$ cat config.mk
export PLATFORM = sky130hd
export DESIGN_NAME = scg_fsm
export DESIGN_NICKNAME = d
export VERILOG_FILES = /design/src/sv/scg_pkg.sv /design/src/sv/scg_fsm.sv
export SDC_FILE = /design/constraint.sdc
export NUM_CORES = 1
export LEC_CHECK = 0
export ABC_AREA = 1
export BUFFER_PORTS_ARGS = -buffer_cell sky130_fd_sc_hd__clkbuf_2
export CORE_AREA = 5 5 111 113
export CTS_CLUSTER_DIAMETER = 30
export DETAILED_ROUTE_END_ITERATION = 12
export DIE_AREA = 0 0 116 118
export SYNTH_ARGS = -nofsm -noshare
export SYNTH_HDL_FRONTEND = slang
export SYNTH_SLANG_ARGS = --single-unit
$ cat constraint.sdc
create_clock -name i_clk -period 4.3 [get_ports i_clk]
set_input_delay 0.645 -clock i_clk [delete_from_list [all_inputs] [get_ports i_clk]]
set_output_delay 0.645 -clock i_clk [all_outputs]
set_load 0.02 [all_outputs]
$ cat src/sv/scg_pkg.sv
// ----------------------------------------------------------------------------
// scg_pkg
// Types, codes and constants shared by the solar charge gate modules.
// ----------------------------------------------------------------------------
`default_nettype none

package scg_pkg;

    localparam int SAMPLE_COUNT_BITS_DEF = 8;

    localparam int TEMP_W    = 12;
    localparam int THRESH_W  = 11;
    localparam int MV_W      = 16;
    localparam int CONFIRM_W = 8;
    localparam int CFG_IDX_W = 3;
    localparam int CFG_DAT_W = 16;

    localparam logic signed [TEMP_W-1:0] TEMP_FLOOR = -12'sd400;
    localparam logic signed [TEMP_W-1:0] TEMP_CEIL  = 12'sd850;

    localparam logic signed [THRESH_W-1:0] START_MIN_RST = 11'sd0;
    localparam logic signed [THRESH_W-1:0] START_MAX_RST = 11'sd450;
    localparam logic signed [THRESH_W-1:0] STOP_MIN_RST  = -11'sd50;
    localparam logic signed [THRESH_W-1:0] STOP_MAX_RST  = 11'sd500;
    localparam logic [MV_W-1:0]            PANEL_START_RST = 16'd5500;
    localparam logic [MV_W-1:0]            PANEL_STOP_RST  = 16'd4500;
    localparam logic [CONFIRM_W-1:0]       START_CONF_RST  = 8'd3;
    localparam logic [CONFIRM_W-1:0]       STOP_CONF_RST   = 8'd3;

    typedef enum logic [2:0] {
        MODE_WAIT_SENSORS  = 3'd0,
        MODE_WAIT_TEMP     = 3'd1,
        MODE_DAYLIGHT_WAIT = 3'd2,
        MODE_PROBE         = 3'd3,
        MODE_CHARGING      = 3'd4
    } t_mode;

    typedef enum logic [2:0] {
        WAIT_SENSOR   = 3'd0,
        WAIT_TEMP     = 3'd1,
        WAIT_DAYLIGHT = 3'd2,
        WAIT_SECOND   = 3'd3,
        WAIT_PROBE    = 3'd4,
        WAIT_CHECK    = 3'd5
    } t_wait;

    typedef enum logic [CFG_IDX_W-1:0] {
        REG_START_MIN_TEMP = 3'd0,
        REG_START_MAX_TEMP = 3'd1,
        REG_STOP_MIN_TEMP  = 3'd2,
        REG_STOP_MAX_TEMP  = 3'd3,
        REG_PANEL_START_MV = 3'd4,
        REG_PANEL_STOP_MV  = 3'd5,
        REG_START_CONFIRM  = 3'd6,
        REG_STOP_CONFIRM   = 3'd7
    } t_reg_idx;

    typedef struct packed {
        t_reg_idx             index;
        logic [CFG_DAT_W-1:0] value;
    } t_cfg_wr;

    typedef struct packed {
        logic signed [THRESH_W-1:0] start_min_temp;
        logic signed [THRESH_W-1:0] start_max_temp;
        logic signed [THRESH_W-1:0] stop_min_temp;
        logic signed [THRESH_W-1:0] stop_max_temp;
        logic [MV_W-1:0]            panel_start_mv;
        logic [MV_W-1:0]            panel_stop_mv;
        logic [CONFIRM_W-1:0]       start_confirm_count;
        logic [CONFIRM_W-1:0]       stop_confirm_count;
    } t_cfg;

    typedef struct packed {
        logic                     sensors_ok;
        logic signed [TEMP_W-1:0] temperature_tenths;
        logic [MV_W-1:0]          panel_mv;
    } t_in_item;

    typedef struct packed {
        logic  panel_connect;
        t_mode charge_state;
        t_wait wait_kind;
    } t_res_item;

endpackage

`default_nettype wire

$ cat src/sv/scg_fsm.sv
// ----------------------------------------------------------------------------
// scg_fsm
// Charge gate state machine: temperature windows, sun confirm counters,
// panel switch. Updates once per item.
// ----------------------------------------------------------------------------
`default_nettype none

module scg_fsm
    import scg_pkg::*;
#(
    parameter int SAMPLE_COUNT_BITS = SAMPLE_COUNT_BITS_DEF
) (
    input  wire logic i_clk,
    input  wire logic i_rst_n,
    input  t_cfg      i_cfg,
    input  wire logic i_fire,
    input  t_in_item  i_item,
    output t_res_item o_res
);

    localparam int CMP_W = (SAMPLE_COUNT_BITS > CONFIRM_W) ? SAMPLE_COUNT_BITS : CONFIRM_W;
    localparam logic [SAMPLE_COUNT_BITS-1:0] CNT_MAX = '1;

    t_mode                        r_mode, n_mode;
    logic                         r_switch, n_switch;
    logic [SAMPLE_COUNT_BITS-1:0] r_start_cnt, n_start_cnt;
    logic [SAMPLE_COUNT_BITS-1:0] r_stop_cnt, n_stop_cnt;
    t_wait                        wait_code;

    logic signed [TEMP_W-1:0]     t;
    logic signed [TEMP_W-1:0]     start_min_x, start_max_x, stop_min_x, stop_max_x;
    logic                         in_range;
    logic                         start_window;
    logic                         stop_trip;
    logic                         hot_mode;
    logic [SAMPLE_COUNT_BITS-1:0] start_bump, stop_bump;
    logic                         start_done, stop_done;

    assign t        = i_item.temperature_tenths;
    assign in_range = i_item.sensors_ok && (t >= TEMP_FLOOR) && (t <= TEMP_CEIL);
    assign hot_mode = (r_mode == MODE_PROBE) || (r_mode == MODE_CHARGING);

    assign start_min_x = TEMP_W'(i_cfg.start_min_temp);
    assign start_max_x = TEMP_W'(i_cfg.start_max_temp);
    assign stop_min_x  = TEMP_W'(i_cfg.stop_min_temp);
    assign stop_max_x  = TEMP_W'(i_cfg.stop_max_temp);

    assign start_window = (t >= start_min_x) && (t <= start_max_x);
    assign stop_trip    = (t <= stop_min_x) || (t >= stop_max_x);

    // saturating sample counters
    assign start_bump = (r_start_cnt == CNT_MAX) ? r_start_cnt : r_start_cnt + 1'b1;
    assign stop_bump  = (r_stop_cnt == CNT_MAX) ? r_stop_cnt : r_stop_cnt + 1'b1;
    assign start_done = !(CMP_W'(start_bump) < CMP_W'(i_cfg.start_confirm_count));
    assign stop_done  = !(CMP_W'(stop_bump) < CMP_W'(i_cfg.stop_confirm_count));

    always_ff @(posedge i_clk) begin
        if (!i_rst_n) begin
            r_mode      <= MODE_WAIT_SENSORS;
            r_switch    <= 1'b0;
            r_start_cnt <= '0;
            r_stop_cnt  <= '0;
        end else if (i_fire) begin
            r_mode      <= n_mode;
            r_switch    <= n_switch;
            r_start_cnt <= n_start_cnt;
            r_stop_cnt  <= n_stop_cnt;
        end
    end

    always_comb begin
        n_mode      = r_mode;
        n_switch    = r_switch;
        n_start_cnt = r_start_cnt;
        n_stop_cnt  = r_stop_cnt;
        wait_code   = WAIT_SENSOR;
        if (!in_range) begin
            n_switch  = 1'b0;
            n_mode    = MODE_WAIT_SENSORS;
            wait_code = WAIT_SENSOR;
        end else if (hot_mode ? stop_trip : !start_window) begin
            n_switch  = 1'b0;
            n_mode    = MODE_WAIT_TEMP;
            wait_code = WAIT_TEMP;
        end else begin
            unique case (r_mode)
                MODE_WAIT_SENSORS, MODE_WAIT_TEMP: begin
                    n_switch  = 1'b0;
                    n_mode    = MODE_DAYLIGHT_WAIT;
                    wait_code = WAIT_DAYLIGHT;
                end
                MODE_DAYLIGHT_WAIT: begin
                    if (i_item.panel_mv < i_cfg.panel_start_mv) begin
                        n_start_cnt = '0;
                        wait_code   = WAIT_DAYLIGHT;
                    end else if (!start_done) begin
                        n_start_cnt = start_bump;
                        wait_code   = WAIT_SECOND;
                    end else begin
                        n_switch  = 1'b1;
                        n_mode    = MODE_PROBE;
                        wait_code = WAIT_PROBE;
                    end
                end
                MODE_PROBE: begin
                    if (i_item.panel_mv < i_cfg.panel_stop_mv) begin
                        n_switch  = 1'b0;
                        n_mode    = MODE_DAYLIGHT_WAIT;
                        wait_code = WAIT_DAYLIGHT;
                    end else begin
                        n_mode    = MODE_CHARGING;
                        wait_code = WAIT_CHECK;
                    end
                end
                MODE_CHARGING: begin
                    if (i_item.panel_mv >= i_cfg.panel_stop_mv) begin
                        n_stop_cnt = '0;
                        wait_code  = WAIT_CHECK;
                    end else if (!stop_done) begin
                        n_stop_cnt = stop_bump;
                        wait_code  = WAIT_CHECK;
                    end else begin
                        n_switch  = 1'b0;
                        n_mode    = MODE_DAYLIGHT_WAIT;
                        wait_code = WAIT_DAYLIGHT;
                    end
                end
                default: begin
                    n_switch  = 1'b0;
                    n_mode    = MODE_WAIT_SENSORS;
                    wait_code = WAIT_SENSOR;
                end
            endcase
        end
        // counters restart on every mode change
        if (n_mode != r_mode) begin
            n_start_cnt = '0;
            n_stop_cnt  = '0;
        end
    end

    assign o_res.panel_connect = n_switch;
    assign o_res.charge_state  = n_mode;
    assign o_res.wait_kind     = wait_code;

endmodule

`default_nettype wire
==> impl_metrics.yaml <==
synthesis:
  yosysTopAreaCellShare: 0.273
  synth_enable_flop_cells: 0
  synthArstFlopShare: 0
  synthTopCellsByArea: "ha_1 (27%), inv_1 (14%), nand2_1 (12%)"
  yosysMostFrequentCell: "inv_1"
  yosysUniqueCellTypes: 44
  syn_inst: 713
  synth_nets: 932
  ys_seq_area_frac: 0.0921
  ys_warn_count: 0
  yosys-top-cells-count: "inv_1 (159), nand2_1 (143), ha_1 (95)"
  synthesis.area_um2: 4350
  ys.flop_type: "dfxtp_1"
  syn_avg_cell_area_um2: 6.10
  ys_ff_latch: 20
  yosys.area.top_type: "ha_1"
place:
  dp_hpwl_um: 9580
  routabilityCongestion: 0.831
  portBuffers: 130
grt:
  track_usage: 0.164
  use_met2: 0.278
  antenna_found_initial: 0
  grt_pass1_wl_um: 19300
  grt_use_met1: 0.227
  grt_overflow_total: 0
  grt_max_degree: 38
  use_met3: 0.0195
  first_global_vias: 4467
  grt_busiest_layer: "met2"
setup_path:
  cp.arrival_ns: 3.01
  cp-endpoint: "o_res[6]"
  r2r_end: "r_stop_cnt[4]"
  path_max_fanout: 5
  r2r_setup_slack_ns: 0.81
  reg2reg_from: "r_stop_cnt[0]"
  slowest_stage: "dfxtp_1"
  crit_family: "simple AND/OR/NAND/NOR gates"
  path_class: "register to primary output"
  cp-start-kind: "register"
  cp.required_ns: 3.65
  rr_worst_depth: 28
  worstPathCellList: "nand2_1 > nor2_1 > inv_1 > nor2_1 > inv_1 > nor2_1 > inv_1 > nor2_1 > inv_1 > or2_2 > nand3_1 > ha_1 > nand2_1 > nor2_1 > a211oi_1 > nand2_1 > nand2_1 > nand2_2 > nand2_4 > nand2_4 > nand2_1 > o211a_1 > clkbuf_2"
  crit_path_start: "r_stop_cnt[0]"
  cp.depth: 23
  critPathBufInv: 5
  critPathMaxStageDelay_ns: 0.40
  cp-end-kind: "primary output"
timing:
  post-route-min-period_ns: 3.65
  hold_viol: 0
  setup_viol: 0
  worstMarginPinSlew_ns: 0.692
  finalCritPeriodShare: 0.849
  hold_ws_ns: 0.518
  fmax_mhz: 274
  rsz0062_at_grt: "no"
  slew_headroom: 0.539
  finalMaxSlewViolations: 0
  setup-tns-final_ns: 0
  finClkSkew_ns: 0.00162
detailed_routing:
  routed_wirelength_um: 11200
  wl_per_cell_um: 11.4
  drt_pass1_iterations: 4
  route.vias.total: 4533
  drt_iter0_markers: 195
  final_antenna_net_count: 0
  via_per_inst: 4.63
  drc: 0
final_layout:
  num_antenna_cells: 0
  drive_above_1_share: 0.202
  area_growth_pct: 19.8
  nets: 1056
clock_network:
  cts_setup_buffers: 0
  root_buffer: "clkbuf_16"
  htreeDepth: 1
  clock_latency_ns: 0.25
  hold_buffers: 0
  clkSinkCount: 20
  cts_buffers: 3
  clk_transition_reported_paths_ns: 0.06
  cts_tree: "done"
  cts_resized: 0
  cts.path.max_buffers: 2
floorplanning:
  coreArea_um2: 11200
  ios: 131
  die-area_um2: 13700
  fp.dieW_um: 116
  die_h_um: 118
  initial_core_util: 0.387
  placementRows: 39
run_status:
  status: "finished, final reports clean"
pwr:
  p_leak_uw: 0.00324
  power_density_nw_per_um2: 183
  ir_drop_mv: 0.124
flow_run:
  max-cap-violations: 0
min_path:
  hold_class: "register to register"
[worst min path at each step]
| stage | from | to | depth (start not counted) |
|---|---|---|---|
| finish | r_stop_cnt[3] | r_stop_cnt[3] | 2 |
| CTS | r_stop_cnt[3] | r_stop_cnt[3] | 2 |
| global route | r_stop_cnt[3] | r_stop_cnt[3] | 2 |
| global placement | r_start_cnt[6] | r_start_cnt[6] | 2 |
| floorplan | r_stop_cnt[3] | r_stop_cnt[3] | 2 |
| detailed placement | r_stop_cnt[3] | r_stop_cnt[3] | 2 |
[through the flow]
stage	worst slack (ns)	power (uW)	std cells	instance area, um^2	util
6_report	0.649	953	979	5210	0.464
5_1_grt	0.312	1060	979	5210	0.464
2_1_floorplan	1.19	567	713	4350	-
4_1_cts	0.622	965	979	5210	0.464
3_3_place_gp	0.821	703	975	5100	0.455
3_5_place_dp	0.714	704	975	5100	0.455
[cell families (layout without fill, tap and decap cells)]
family | Yosys count | count (layout) | share of synthesized area
flip-flops | 20 | 20 | 0.0921
AO/OA/AOI/OAI | 113 | 113 | 0.148
adder cells (fa/ha/maj) | 95 | 95 | 0.273
buffers and inverters | 176 | 299 | 0.159
XOR/XNOR | 2 | 2 | 0.00403
AND/OR/NAND/NOR | 307 | 307 | 0.323
[worst reg2reg max path, delay by kind of cell (launching register included)]
family,cells,cell delay [ns]
AND/OR/NAND/NOR,22,2.38
flip-flops,1,0.40
adder cells (fa/ha/maj),1,0.24
buffers and inverters,4,0.23
AO/OA/AOI/OAI,1,0.16
[cell usage in the layout, fill, tap and decap left out, types with 2 or more instances in the layout]
master,count
inv_1,159
nand2_1,143
clkbuf_2,130
ha_1,95
a21oi_1,62
nor2_1,59
nand3_1,51
o21ai_0,21
dfxtp_1,20
nand2_2,12
nand4_1,10
nor3_1,10
o21bai_1,6
inv_2,5
o21a_1,4
nand3_2,4
o21ai_1,4
nor2_2,3
a21o_1,3
or2_2,3
a31oi_1,3
clkbuf_16,3
nor2_4,2
a211oi_1,2
and2_1,2
nor4_1,2
nand2_4,2
xor2_1,2
[per-layer routing]
layer	up-vias	share of wire
met5	-	0
met2	94	0.45
li1	2540	-
met3	4	0.051
met4	0	0.0043
met1	1895	0.49
[state kept, by name, summed over array words and instances, names as in the netlist]
name / cells
r_start_cnt: 8
r_stop_cnt: 8
r_mode: 3
r_switch: 1
[area by class of cell]
class	instances	area [um^2]
timing repair buffer	130	651
inverter	165	619
tap	143	179
clock inverter	1	30.0
fill	1248	6020
clock buffer	3	75.1
sequential	20	400
multi-input combinational	517	3250
[where the power goes]
part,switching [uW],total [uW],internal [uW]
registers,20.4,224,204
clock network,71.3,256,185
logic,276,473,196
total,368,953,585
(Power assumes the default switching activity.)
